## config.mk

```make
export PLATFORM = sky130hd
export DESIGN_NAME = xxhash32_stream
export DESIGN_NICKNAME = d
export VERILOG_FILES = /design/src/rtl/xxh32_pkg.sv /design/src/rtl/xxhash32_stream.sv /design/src/rtl/xxh32_dp.sv /design/src/rtl/xxh32_ctrl.sv
export SDC_FILE = /design/constraint.sdc
export NUM_CORES = 2
export LEC_CHECK = 0
export BUFFER_PORTS_ARGS = -buffer_cell sky130_fd_sc_hd__clkbuf_2
export CAP_MARGIN = 30
export CORE_ASPECT_RATIO = 1.5
export CORE_MARGIN = 2
export CORE_UTILIZATION = 55
export DETAILED_ROUTE_END_ITERATION = 8
export HOLD_SLACK_MARGIN = 0.08
export PLACE_DENSITY = 0.81
export SLEW_MARGIN = 10
export SYNTH_ARGS = -nofsm -noshare
export SYNTH_HDL_FRONTEND = slang
export SYNTH_SLANG_ARGS = --single-unit
```

## constraint.sdc

```tcl
create_clock -name clk_i -period 11.2 [get_ports clk_i]
set_clock_uncertainty 0.05 [all_clocks]
set_input_delay 1.68 -clock clk_i [delete_from_list [all_inputs] [get_ports clk_i]]
set_output_delay 1.68 -clock clk_i [all_outputs]
set_load 0.01 [all_outputs]
```

## src/rtl/xxh32_pkg.sv

```systemverilog
`default_nettype none
// ----------------------------------------------------------------------------
// xxh32_pkg
// Shared constants, types and helpers for the streaming xxHash32 block.
// ----------------------------------------------------------------------------
package xxh32_pkg;

  localparam logic [31:0] P1 = 32'd2654435761;
  localparam logic [31:0] P2 = 32'd2246822519;
  localparam logic [31:0] P3 = 32'd3266489917;
  localparam logic [31:0] P4 = 32'd668265263;
  localparam logic [31:0] P5 = 32'd374761393;

  localparam int unsigned NumLanes  = 4;
  localparam int unsigned LaneIdxW  = 2;
  localparam int unsigned FillW     = 4;
  localparam logic [FillW-1:0] LastFill = 4'd15;

  typedef enum logic [3:0] {
    S_IDLE,
    S_LMUL,
    S_LADD,
    S_LFIN,
    S_HINIT,
    S_HTOT,
    S_WMUL,
    S_WADD,
    S_WFIN,
    S_BLOAD,
    S_BMUL,
    S_BADD,
    S_BFIN,
    S_AV1,
    S_AV2,
    S_OUT
  } state_e;

  typedef enum logic [4:0] {
    OP_NONE,
    OP_LMUL,   // m = word[idx] * P2
    OP_LADD,   // t = rotl(acc[idx] + m, 13)
    OP_LFIN,   // acc[idx] = t * P1
    OP_HINIT,  // h = merged lanes or seed + P5
    OP_HTOT,   // h += byte total
    OP_WMUL,   // m = word[idx] * P3
    OP_WADD,   // t = rotl(h + m, 17)
    OP_WFIN,   // h = t * P4
    OP_BLOAD,  // w = word[idx]
    OP_BMUL,   // m = w[7:0] * P5
    OP_BADD,   // t = rotl(h + m, 11)
    OP_BFIN,   // h = t * P1, next byte of w
    OP_AV1,    // h = (h ^ h >> 15) * P2
    OP_AV2,    // h = (h ^ h >> 13) * P3
    OP_OUT     // hash = h ^ h >> 16, restart message
  } dp_op_e;

  typedef struct packed {
    logic                accept;
    dp_op_e              op;
    logic [LaneIdxW-1:0] idx;
  } dp_cmd_t;

  typedef struct packed {
    logic [FillW-1:0] fill;
    logic             out_free;
  } dp_sts_t;

  function automatic logic [31:0] rotl(input logic [31:0] v, input int unsigned n);
    rotl = (v << n) | (v >> (32 - n));
  endfunction

endpackage
`default_nettype wire

```

## src/rtl/xxhash32_stream.sv

```systemverilog
`default_nettype none
// ----------------------------------------------------------------------------
// xxhash32_stream
// Streaming xxHash32 over a byte stream with a configurable seed.
// ----------------------------------------------------------------------------
// One byte is taken per cycle while the block is idle. The byte that completes
// a 16-byte stripe is followed by the four lane rounds, which share one 32x32
// multiplier. An item with last set then runs the lane merge or seed init, the
// length add, a round per tail word and per tail byte, and the avalanche and
// result load, before the block takes the next item. The hash
// sits in an output register, so a new message can start while it waits;
// the next message's result load then holds, with the input blocked, until
// that register is free.
// A seed write restarts the message in progress.
module xxhash32_stream (
  input  wire logic        clk_i,
  input  wire logic        rst_ni,
  input  wire logic        cfg_we_i,
  input  wire logic [31:0] cfg_wdata_i,
  input  wire logic        in_valid_i,
  output logic             in_ready_o,
  input  wire logic [7:0]  data_byte_i,
  input  wire logic        has_byte_i,
  input  wire logic        last_i,
  output logic             out_valid_o,
  input  wire logic        out_ready_i,
  output logic [31:0]      hash_value_o
);

  xxh32_pkg::dp_cmd_t cmd;
  xxh32_pkg::dp_sts_t sts;

  xxh32_ctrl u_ctrl (
    .clk_i      (clk_i),
    .rst_ni     (rst_ni),
    .in_valid_i (in_valid_i),
    .in_ready_o (in_ready_o),
    .has_byte_i (has_byte_i),
    .last_i     (last_i),
    .sts_i      (sts),
    .cmd_o      (cmd)
  );

  xxh32_dp u_dp (
    .clk_i        (clk_i),
    .rst_ni       (rst_ni),
    .cfg_we_i     (cfg_we_i),
    .cfg_wdata_i  (cfg_wdata_i),
    .data_byte_i  (data_byte_i),
    .has_byte_i   (has_byte_i),
    .cmd_i        (cmd),
    .sts_o        (sts),
    .out_valid_o  (out_valid_o),
    .out_ready_i  (out_ready_i),
    .hash_value_o (hash_value_o)
  );

endmodule
`default_nettype wire

```

## src/rtl/xxh32_dp.sv

```systemverilog
`default_nettype none
// ----------------------------------------------------------------------------
// xxh32_dp
// Datapath: lanes, stripe buffer, counters, shared multiplier and result reg.
// ----------------------------------------------------------------------------
module xxh32_dp (
  input  wire logic              clk_i,
  input  wire logic              rst_ni,
  input  wire logic              cfg_we_i,
  input  wire logic [31:0]       cfg_wdata_i,
  input  wire logic [7:0]        data_byte_i,
  input  wire logic              has_byte_i,
  input  wire xxh32_pkg::dp_cmd_t cmd_i,
  output xxh32_pkg::dp_sts_t     sts_o,
  output logic                   out_valid_o,
  input  wire logic              out_ready_i,
  output logic [31:0]            hash_value_o
);

  logic [31:0] seed_q;
  logic [31:0] acc_q [xxh32_pkg::NumLanes];
  logic [31:0] buf_q [xxh32_pkg::NumLanes];
  logic [xxh32_pkg::FillW-1:0] fill_q;
  logic [31:0] total_q;
  logic        long_q;
  logic        out_valid_q;
  logic [31:0] hash_q;
  logic [31:0] m_q, t_q, h_q, w_q;

  logic [31:0] mul_a, mul_b, prod;
  logic [31:0] add_a, sum;
  logic [31:0] merge;
  logic [31:0] word_sel;
  logic        restart;
  logic        wr_byte;

  assign word_sel = buf_q[cmd_i.idx];
  assign prod     = mul_a * mul_b;
  assign sum      = add_a + m_q;
  assign merge    = xxh32_pkg::rotl(acc_q[0], 1)  + xxh32_pkg::rotl(acc_q[1], 7)
                  + xxh32_pkg::rotl(acc_q[2], 12) + xxh32_pkg::rotl(acc_q[3], 18);
  assign restart  = (cmd_i.op == xxh32_pkg::OP_OUT);
  assign wr_byte  = cmd_i.accept && has_byte_i;

  always_comb begin
    mul_a = t_q;
    mul_b = xxh32_pkg::P1;
    case (cmd_i.op)
      xxh32_pkg::OP_LMUL: begin
        mul_a = word_sel;
        mul_b = xxh32_pkg::P2;
      end
      xxh32_pkg::OP_WMUL: begin
        mul_a = word_sel;
        mul_b = xxh32_pkg::P3;
      end
      xxh32_pkg::OP_WFIN: begin
        mul_a = t_q;
        mul_b = xxh32_pkg::P4;
      end
      xxh32_pkg::OP_BMUL: begin
        mul_a = {24'd0, w_q[7:0]};
        mul_b = xxh32_pkg::P5;
      end
      xxh32_pkg::OP_AV1: begin
        mul_a = h_q ^ (h_q >> 15);
        mul_b = xxh32_pkg::P2;
      end
      xxh32_pkg::OP_AV2: begin
        mul_a = h_q ^ (h_q >> 13);
        mul_b = xxh32_pkg::P3;
      end
      default: begin
        mul_a = t_q;
        mul_b = xxh32_pkg::P1;
      end
    endcase
  end

  always_comb begin
    add_a = (cmd_i.op == xxh32_pkg::OP_LADD) ? acc_q[cmd_i.idx] : h_q;
  end

  // control and architectural state
  always_ff @(posedge clk_i or negedge rst_ni) begin
    if (!rst_ni) begin
      seed_q      <= '0;
      acc_q[0]    <= xxh32_pkg::P1 + xxh32_pkg::P2;
      acc_q[1]    <= xxh32_pkg::P2;
      acc_q[2]    <= '0;
      acc_q[3]    <= 32'd0 - xxh32_pkg::P1;
      fill_q      <= '0;
      total_q     <= '0;
      long_q      <= 1'b0;
      out_valid_q <= 1'b0;
    end else begin
      if (out_valid_q && out_ready_i) begin
        out_valid_q <= 1'b0;
      end
      if (cfg_we_i) begin
        seed_q   <= cfg_wdata_i;
        acc_q[0] <= cfg_wdata_i + xxh32_pkg::P1 + xxh32_pkg::P2;
        acc_q[1] <= cfg_wdata_i + xxh32_pkg::P2;
        acc_q[2] <= cfg_wdata_i;
        acc_q[3] <= cfg_wdata_i - xxh32_pkg::P1;
        fill_q   <= '0;
        total_q  <= '0;
        long_q   <= 1'b0;
      end else if (restart) begin
        acc_q[0]    <= seed_q + xxh32_pkg::P1 + xxh32_pkg::P2;
        acc_q[1]    <= seed_q + xxh32_pkg::P2;
        acc_q[2]    <= seed_q;
        acc_q[3]    <= seed_q - xxh32_pkg::P1;
        fill_q      <= '0;
        total_q     <= '0;
        long_q      <= 1'b0;
        out_valid_q <= 1'b1;
      end else begin
        if (wr_byte) begin
          fill_q  <= fill_q + 1'b1;  // wraps to zero on a full stripe
          total_q <= total_q + 32'd1;
          if (fill_q == xxh32_pkg::LastFill) begin
            long_q <= 1'b1;
          end
        end
        if (cmd_i.op == xxh32_pkg::OP_LFIN) begin
          acc_q[cmd_i.idx] <= prod;
        end
      end
    end
  end

  // payload registers
  always_ff @(posedge clk_i) begin
    if (wr_byte) begin
      buf_q[fill_q[3:2]][8*fill_q[1:0] +: 8] <= data_byte_i;
    end
    case (cmd_i.op)
      xxh32_pkg::OP_LMUL,
      xxh32_pkg::OP_WMUL,
      xxh32_pkg::OP_BMUL:  m_q <= prod;
      xxh32_pkg::OP_LADD:  t_q <= xxh32_pkg::rotl(sum, 13);
      xxh32_pkg::OP_WADD:  t_q <= xxh32_pkg::rotl(sum, 17);
      xxh32_pkg::OP_BADD:  t_q <= xxh32_pkg::rotl(sum, 11);
      xxh32_pkg::OP_HINIT: h_q <= long_q ? merge : seed_q + xxh32_pkg::P5;
      xxh32_pkg::OP_HTOT:  h_q <= h_q + total_q;
      xxh32_pkg::OP_WFIN,
      xxh32_pkg::OP_AV1,
      xxh32_pkg::OP_AV2:   h_q <= prod;
      xxh32_pkg::OP_BLOAD: w_q <= word_sel;
      xxh32_pkg::OP_BFIN: begin
        h_q <= prod;
        w_q <= w_q >> 8;
      end
      xxh32_pkg::OP_OUT:   hash_q <= h_q ^ (h_q >> 16);
      default: ;
    endcase
  end

  assign sts_o.fill     = fill_q;
  assign sts_o.out_free = !out_valid_q || out_ready_i;
  assign out_valid_o    = out_valid_q;
  assign hash_value_o   = hash_q;

endmodule
`default_nettype wire

```

## src/rtl/xxh32_ctrl.sv

```systemverilog
`default_nettype none
// ----------------------------------------------------------------------------
// xxh32_ctrl
// Controller: sequences lane rounds, tail consumption and avalanche.
// ----------------------------------------------------------------------------
module xxh32_ctrl (
  input  wire logic               clk_i,
  input  wire logic               rst_ni,
  input  wire logic               in_valid_i,
  output logic                    in_ready_o,
  input  wire logic               has_byte_i,
  input  wire logic               last_i,
  input  wire xxh32_pkg::dp_sts_t sts_i,
  output xxh32_pkg::dp_cmd_t      cmd_o
);

  xxh32_pkg::state_e state_q, state_d;
  logic [xxh32_pkg::LaneIdxW-1:0] idx_q, idx_d;
  logic [xxh32_pkg::FillW-1:0]    left_q, left_d;
  logic                           last_q, last_d;
  logic                           accept;

  // where to go once the word loop has used up what it can
  function automatic xxh32_pkg::state_e tail_next(input logic [xxh32_pkg::FillW-1:0] l);
    if (l >= 4'd4) begin
      tail_next = xxh32_pkg::S_WMUL;
    end else if (l != '0) begin
      tail_next = xxh32_pkg::S_BLOAD;
    end else begin
      tail_next = xxh32_pkg::S_AV1;
    end
  endfunction

  assign in_ready_o = (state_q == xxh32_pkg::S_IDLE);
  assign accept     = in_valid_i && in_ready_o;

  always_ff @(posedge clk_i or negedge rst_ni) begin
    if (!rst_ni) begin
      state_q <= xxh32_pkg::S_IDLE;
      idx_q   <= '0;
      left_q  <= '0;
      last_q  <= 1'b0;
    end else begin
      state_q <= state_d;
      idx_q   <= idx_d;
      left_q  <= left_d;
      last_q  <= last_d;
    end
  end

  always_comb begin
    state_d      = state_q;
    idx_d        = idx_q;
    left_d       = left_q;
    last_d       = last_q;
    cmd_o.accept = accept;
    cmd_o.op     = xxh32_pkg::OP_NONE;
    cmd_o.idx    = idx_q;
    case (state_q)
      xxh32_pkg::S_IDLE: begin
        if (accept) begin
          if (has_byte_i && sts_i.fill == xxh32_pkg::LastFill) begin
            state_d = xxh32_pkg::S_LMUL;
            idx_d   = '0;
            last_d  = last_i;
          end else if (last_i) begin
            state_d = xxh32_pkg::S_HINIT;
          end
        end
      end
      xxh32_pkg::S_LMUL: begin
        cmd_o.op = xxh32_pkg::OP_LMUL;
        state_d  = xxh32_pkg::S_LADD;
      end
      xxh32_pkg::S_LADD: begin
        cmd_o.op = xxh32_pkg::OP_LADD;
        state_d  = xxh32_pkg::S_LFIN;
      end
      xxh32_pkg::S_LFIN: begin
        cmd_o.op = xxh32_pkg::OP_LFIN;
        idx_d    = idx_q + 1'b1;
        if (idx_q == xxh32_pkg::LaneIdxW'(xxh32_pkg::NumLanes - 1)) begin
          state_d = last_q ? xxh32_pkg::S_HINIT : xxh32_pkg::S_IDLE;
        end else begin
          state_d = xxh32_pkg::S_LMUL;
        end
      end
      xxh32_pkg::S_HINIT: begin
        cmd_o.op = xxh32_pkg::OP_HINIT;
        left_d   = sts_i.fill;
        idx_d    = '0;
        state_d  = xxh32_pkg::S_HTOT;
      end
      xxh32_pkg::S_HTOT: begin
        cmd_o.op = xxh32_pkg::OP_HTOT;
        state_d  = tail_next(left_q);
      end
      xxh32_pkg::S_WMUL: begin
        cmd_o.op = xxh32_pkg::OP_WMUL;
        state_d  = xxh32_pkg::S_WADD;
      end
      xxh32_pkg::S_WADD: begin
        cmd_o.op = xxh32_pkg::OP_WADD;
        state_d  = xxh32_pkg::S_WFIN;
      end
      xxh32_pkg::S_WFIN: begin
        cmd_o.op = xxh32_pkg::OP_WFIN;
        idx_d    = idx_q + 1'b1;
        left_d   = left_q - 4'd4;
        state_d  = tail_next(left_q - 4'd4);
      end
      xxh32_pkg::S_BLOAD: begin
        cmd_o.op = xxh32_pkg::OP_BLOAD;
        state_d  = xxh32_pkg::S_BMUL;
      end
      xxh32_pkg::S_BMUL: begin
        cmd_o.op = xxh32_pkg::OP_BMUL;
        state_d  = xxh32_pkg::S_BADD;
      end
      xxh32_pkg::S_BADD: begin
        cmd_o.op = xxh32_pkg::OP_BADD;
        state_d  = xxh32_pkg::S_BFIN;
      end
      xxh32_pkg::S_BFIN: begin
        cmd_o.op = xxh32_pkg::OP_BFIN;
        left_d   = left_q - 4'd1;
        state_d  = (left_q == 4'd1) ? xxh32_pkg::S_AV1 : xxh32_pkg::S_BMUL;
      end
      xxh32_pkg::S_AV1: begin
        cmd_o.op = xxh32_pkg::OP_AV1;
        state_d  = xxh32_pkg::S_AV2;
      end
      xxh32_pkg::S_AV2: begin
        cmd_o.op = xxh32_pkg::OP_AV2;
        state_d  = xxh32_pkg::S_OUT;
      end
      xxh32_pkg::S_OUT: begin
        // hold until the result register is free
        if (sts_i.out_free) begin
          cmd_o.op = xxh32_pkg::OP_OUT;
          state_d  = xxh32_pkg::S_IDLE;
        end
      end
      default: begin
        state_d = xxh32_pkg::S_IDLE;
      end
    endcase
  end

endmodule
`default_nettype wire

```

# Yosys cells after proc, flatten, opt, wreduce, memory -nomap -nowiden
# Memories as Yosys holds them, arrays and structs flattened.
# Cells that the tools add are included.
[totals] ff_bits=369 ramBits=128 wordCells=171 input_bits=47 mem_count=1 output_inout_bits=34
[classes] addsub=20 n_lt_le_gt_ge=4 n_mux=49 n_eq_ne=37 reduce_logical=28 shifts=2 bitwise_logic=11 n_mul=1
[memory_table] memory="u_dp.buf_q" depth=4 width=32 rd=1 rd_clocked_by_memory_dff=0 wr=1 line="xxh32_dp.sv:22" source="logic [31:0] buf_q [xxh32_pkg::NumLanes];"
[op_table] op="two-way mux 128 bit" n=3
[op_table] op="two-way mux 32 bit" n=9
[op_table] op="case mux 32 bit (4 select lines)" n=2
[op_table] op="adder 32 bit, second input constant" n=6
[op_table] op="case mux 32 bit (3 select lines)" n=2
[op_table] op="adder 32 bit" n=5
[op_table] op="bitwise mux 128 bit" n=1
[op_table] op="case mux 5 bit (15 select lines)" n=1
[op_table] op="binary-select mux 32 bit (select 2 bit)" n=1
[op_table] op="demux 32 bit (select 2 bit)" n=1
[op_table] op="case mux 32 bit (2 select lines)" n=1
[op_table] op="case mux 4 bit (16 select lines)" n=1
[op_table] op="subtractor 32 bit, second input constant" n=2
[op_table] op="two-way mux 4 bit" n=11
[op_table] op="== test 5 x 4 -> 1 bit, second input constant" n=8
[op_table] op="== test 4 bit, second input constant" n=9
[op_table] op="negation 5 -> 34 bit" n=1
[op_table] op="variable shift 8 x 34 -> 32 bit, first input constant" n=1
[op_table] op="variable part select 8 x 34 -> 32 bit" n=1
[op_table] op="adder 32 x 1 -> 32 bit, second input constant" n=1
[op_table] op="adder 32 x 29 -> 32 bit, second input constant" n=1
[op_table] op="multiplier 32 x 32 -> 32 bit" n=1
[op_table] op="bitwise OR 32 x 1 -> 32 bit" n=1
[op_table] op="bitwise OR 32 x 11 -> 32 bit" n=1
[op_table] op="42 further kinds" n=81

# Longest topological paths before layout
[depth] word_depth=12 mapped_depth=38 ltp_nobuf=34

# Cells and area by module
# From an unflattened synthesis, not the netlist that was laid out.
[unflattened] hier_cells=4982 area_unflattened_um2=48616.6
[by_module_without_submodules] mod="xxh32_dp" area_per_inst_um2=47614.4 n_inst=1 seq_area_each_um2=13655.6 cells_per_inst=4850
[by_module_without_submodules] mod="xxh32_ctrl" area_per_inst_um2=1002.2 n_inst=1 seq_area_each_um2=275.3 cells_per_inst=132

# Worst setup path after synthesis
# No wires, ideal clock.
[synth_timing] path_kind="register -> register" startpoint="reg u_ctrl.idx_q[0] (netlist bit)" endpoint="reg u_dp.h_q[31] (data pin)" path_buffers=5 path_stages_with_launch=33 t_required_ns=10.883 arrival_ns=8.647 slack_ns=2.236 synth_period_minus_slack_ns=8.964 setup_ns=0.267 cell_sequence="dfrtp_1 -> buf_6 -> buf_6 -> buf_6 -> buf_6 -> mux4_2 -> o21ai_0 -> nand2_1 -> o221a_2 -> clkbuf_1 -> nand2_1 -> inv_1 -> fa_1 -> fa_1 -> inv_1 -> fa_1 -> fa_1 -> fa_1 -> inv_1 -> fa_1 -> fa_1 -> fa_1 -> ha_1 -> and3_1 -> a221o_1 -> and2_1 -> inv_1 -> o211ai_1 -> o41ai_1 -> a21oi_1 -> xnor3_2 -> a22oi_1 -> o31ai_1"
[synth_via] elab_chain_len=4
[synth_lines] item="from (decl)" line="xxh32_ctrl.sv:18" source="logic [xxh32_pkg::LaneIdxW-1:0] idx_q, idx_d;"
[synth_lines] item="from (signal assigned)" line="xxh32_ctrl.sv:45" source="idx_q <= idx_d;"
[synth_lines] item="memory read (4 x 32 bit)"
[synth_lines] item="case mux 32 bit (4 select lines)" line="xxh32_dp.sv:48" source="case (cmd_i.op)"
[synth_lines] item="multiplier 32 x 32 -> 32 bit" line="xxh32_dp.sv:38" source="assign prod = mul_a * mul_b;"
[synth_lines] item="via u_dp.prod[31]" line="xxh32_dp.sv:30" source="logic [31:0] mul_a, mul_b, prod;"
[synth_lines] item="case mux 32 bit (3 select lines)" line="xxh32_dp.sv:138" source="case (cmd_i.op)"
[synth_lines] item="to (signal assigned)" line="xxh32_dp.sv:145" source="xxh32_pkg::OP_HINIT: h_q <= long_q ? merge : seed_q + xxh32_pkg::P5;"
[synth_lines] item="to (signal assigned)" line="xxh32_dp.sv:146" source="xxh32_pkg::OP_HTOT: h_q <= h_q + total_q;"
[synth_lines] item="to (signal assigned)" line="xxh32_dp.sv:149" source="xxh32_pkg::OP_AV2: h_q <= prod;"
[synth_lines] item="to (decl)" line="xxh32_dp.sv:28" source="logic [31:0] m_q, t_q, h_q, w_q;"
# The timed path passes the listed nets, and every way through them passes these cells.
# A chain may end at the register's enable or synchronous reset.

# Final worst setup path
[layout_timing] startpoint="reg u_ctrl.state_q[1]" endpoint="reg u_dp.h_q[31] (data pin)"
[layout_via] elab_chain_len=7 word_cells_on_any_way=33 classes_between="mul (1); eq/ne (24); mux (4); reduce/logical (4)"
[layout_lines] item="from (decl)" line="xxh32_ctrl.sv:17" source="xxh32_pkg::state_e state_q, state_d;"
[layout_lines] item="from (signal assigned)" line="xxh32_ctrl.sv:39" source="state_q <= xxh32_pkg::S_IDLE;"
[layout_lines] item="from (signal assigned)" line="xxh32_ctrl.sv:44" source="state_q <= state_d;"
[layout_lines] item="== test 4 bit, or another cell as far along" line="xxh32_ctrl.sv:59" source="case (state_q)"
[layout_lines] item="case mux 5 bit (15 select lines) (*)" line="xxh32_ctrl.sv:59"
[layout_lines] item="== test 5 x 1 -> 1 bit, or another cell as far along" line="xxh32_dp.sv:48"
[layout_lines] item="OR reduction 2 bit (no line)"
[layout_lines] item="case mux 32 bit (4 select lines)" line="xxh32_dp.sv:48"
[layout_lines] item="multiplier 32 x 32 -> 32 bit (*)" line="xxh32_dp.sv:38"
[layout_lines] item="via u_dp.prod[31]" line="xxh32_dp.sv:30"
[layout_lines] item="case mux 32 bit (3 select lines) (*)" line="xxh32_dp.sv:138"
# Mark *: on every way through the listed nets, which the timed path passes. The rest lies on a longest branch.

==> impl_metrics.ini <==
[outcome]
outcome = completed

[yosys]
synth-edff-count = 288
yosysWarnings = 0
synthCells = 4972
synthTopCellsByArea = fa_1 (19%), edfxtp_1 (18%), dfrtp_1 (8.6%)
synthArstFlopShare_pct = 42.1
yosysTopAreaCellShare_pct = 18.9
synthFlopType = edfxtp_1
synthesis.area_um2 = 48700
ys_ff_latch = 497
synth_area_per_cell_um2 = 9.80
synth_top_area_cell = fa_1
syn_nets = 5732
synth.distinct_cells = 109
yosysSeqAreaShare_pct = 28.6

[global_route]
grt.met2_usage_pct = 70.8
top_usage_layer = met2
grt_start_max_net_pins = 103
grt_use_total_pct = 44.3
overflow = 0
grt_use_met3_pct = 8.31
grt_pass1_vias = 41000
antenna_found_initial = 8
use_met1_pct = 47.8
grt_pass1_wl_mm = 285

[power_and_ir_drop]
power_frac_clock_pct = 32.2
peakVddDrop_uv = 174
pwr-share-seq_pct = 38.8
combPwrFrac_pct = 28.9
netSwitchingFraction_pct = 34.8
total_leakage_power_nw = 22.5
p_per_area_nw_per_um2 = 108
p_sw_mw = 1.97
internal_power_mw = 3.70

[setup_path]
cp.arrival_ns = 11.11
crit_type = flip-flop to flip-flop
cp_common_cell = fa_1
worstRegToRegCells = 29
crit_path_end_kind = flip-flop
max_stage_delay_ns = 0.74
r2r-end = u_dp.h_q[31]
slowest_stage = dfrtp_1
cp-start-kind = flip-flop
rr_startpoint = u_ctrl.state_q[1]
critPathRequiredTime_ns = 11.53
crit_buf_inv = 6
reg2reg_slack_ns = 0.42
cp_max_fo = 20
cp_top_family = adder cells

[drt]
antenna_left = 0
drc = 0
drtPass1Iterations = 7
wl_per_cell_um = 32.2
num_vias = 40900
viasPerCell = 6.64
drt_iter0_markers = 4828
routed_wl_mm = 199

[sta]
tightest_slew_ns = 1.18
drv_slew = 0
final.setup.tns_ns = 0
fmax_mhz = 92.8
setup-violations-final = 0
relSlewSlack_pct = 21.1
rsz0062_at_grt = false
finalHoldViolCount = 0
setup_slack_ns = 0.422
fin_crit_sh_pct = 96.2
period_needed_ns = 10.78

[die]
dieWidth_um = 247
core_area_um2 = 87700
rows = 133
start_util_pct = 55.6
num_io_pins = 81
fp.dieH_um = 369
die-area_um2 = 91000

[cts]
cts_setup_buffers = 0
post_cts_resized = 0
cts_tree = done
clockBufferDepth = 3
cts_buffers = 48
clkLatencyLatePin_ns = 0.67
h-tree-depth = 2
clkTransAtPathRegs_ns = 0.07
cts_root_buf = clkbuf_16
clock_sinks = 497
cts_hold_buf = 0

[cells_and_area]
final_cells = 6167
nNetsFinal = 5735
syn2layout_area_growth_pct = 7.66
ff_latch_area_um2 = 13900
utilization_pct = 59.8
final_area_um2 = 52500
post_route_cells_drive_above_1_share_pct = 11.0
multi_input_area_um2 = 31700
fillers = 7524

[min_path]
min_path_cells = 2
holdCritStartpoint = u_dp.acc_q[15]
hp-class = flip-flop to flip-flop
hold_end = u_dp.acc_q[15]

[place]
dpl_cell_area_um2 = 50600
gp_congestion = 1.09
io_buffers = 80
hpwlAfterDp_mm = 157
pre_cts_ws_ns = 0.779
place_inst = 6063

[flow_run]
maxCapViolations = 0
[worst reg2reg max path, delay by kind of cell (launching register included)]
family                     cells  cell delay (ns)
buffers and inverters          6             1.21
DFF                            1             0.74
AOI/OAI and AO/OA              8             2.31
adders and majority gates      9             4.26
and+or+nand+nor                5             1.47
xor gates and xnor gates       1             0.47
[cell type report]
class	instances	share of cell area, %
Sequential cell	497	26.6
Multi-Input combinational cell	3659	60.5
Antenna cell	5	0.0238
Tap cell	1147	2.74
Clock buffer	58	2.42
Clock inverter	32	0.899
Timing Repair Buffer	223	2.99
Inverter	546	3.91
[cell families after synthesis]
| logic type | after synthesis | share of synthesized area [%] |
|---|---|---|
| AO/OA/AOI/OAI | 1069 | 14.8 |
| XOR/XNOR | 416 | 7.65 |
| adder cells (fa/ha/maj) | 713 | 25.4 |
| buffers and inverters | 816 | 6.47 |
| flip-flops | 497 | 28.6 |
| multiplexers | 162 | 5.24 |
| AND/OR/NAND/NOR | 1299 | 11.8 |
[power by group through the flow]
stage | logic, mW | registers [mW] | clock network, mW
floorplan | 1.14 | 2.11 | 0
global placement | 1.59 | 2.23 | 0
detailed placement | 1.59 | 2.23 | 0
CTS | 1.60 | 2.19 | 1.82
global route | 1.77 | 2.20 | 1.89
finish | 1.64 | 2.20 | 1.83
[synth_stat cells, types with 35 or more instances]
library cell	number
clkbuf_1	205
a21o_1	96
nand2b_1	44
nor3_1	39
nand3_1	58
mux2_2	84
mux4_2	60
dfrtp_1	167
and2_1	77
fa_1	459
dfstp_2	42
a22oi_1	46
ha_1	254
nor2_1	473
edfxtp_1	288
xnor2_1	252
a31oi_1	38
a221oi_1	42
a211oi_1	35
xor2_1	157
a21oi_1	271
o21ai_0	211
a221o_1	42
inv_1	534
buf_1	37
nand2_1	455
[stage by stage]
stage,hold slack [ns],power (mW)
global placement,0.445,3.82
floorplan,0.374,3.25
finish,0.479,5.68
detailed placement,0.463,3.82
CTS,0.477,5.62
global route,0.494,5.85
[state kept, by name, summed over array words and instances (netlist names), 2 cells and up]
name	count
u_dp.buf_q	128
u_dp.acc_q	128
u_dp.w_q	32
u_dp.h_q	32
u_ctrl.idx_q	2
u_dp.fill_q	4
u_dp.seed_q	32
u_ctrl.left_q	4
u_dp.t_q	32
u_dp.hash_value_o	32
u_ctrl.state_q	4
u_dp.total_q	32
u_dp.m_q	32
[layout by cell type (no fill, tap or decap), types with 49 or more instances in the layout]
cell,instances
inv_1,534
nor2_1,468
fa_1,459
nand2_1,455
edfxtp_1,288
a21oi_1,268
ha_1,254
xnor2_1,251
o21ai_0,209
dfrtp_1,164
xor2_1,157
buf_4,136
a21o_1,95
mux2_2,84
clkbuf_2,78
and2_1,77
mux4_2,60
nand3_1,58
clkbuf_16,49
[metal layers]
metal / up-vias / part of all wire (%)
met5: - / 0.018
met4: 6 / 14
met3: 986 / 8.6
met2: 2717 / 46
met1: 20100 / 32
li1: 17100 / -
[worst max-delay path by stage]
stage	start	to	slack, ns	depth (start not counted)
3_5_place_dp	u_ctrl.state_q[1]	u_dp.h_q[31]	0.78	29
6_report	u_ctrl.state_q[1]	u_dp.h_q[31]	0.42	29
4_1_cts	u_ctrl.state_q[1]	u_dp.h_q[31]	0.70	29
5_1_grt	u_ctrl.state_q[1]	u_dp.h_q[31]	0.008	29
3_3_place_gp	u_ctrl.state_q[1]	u_dp.acc_q[63]	0.91	29
2_1_floorplan	u_ctrl.idx_q[0]	u_dp.h_q[31]	2.24	32
Note: power is estimated with default switching activity, not from simulation.
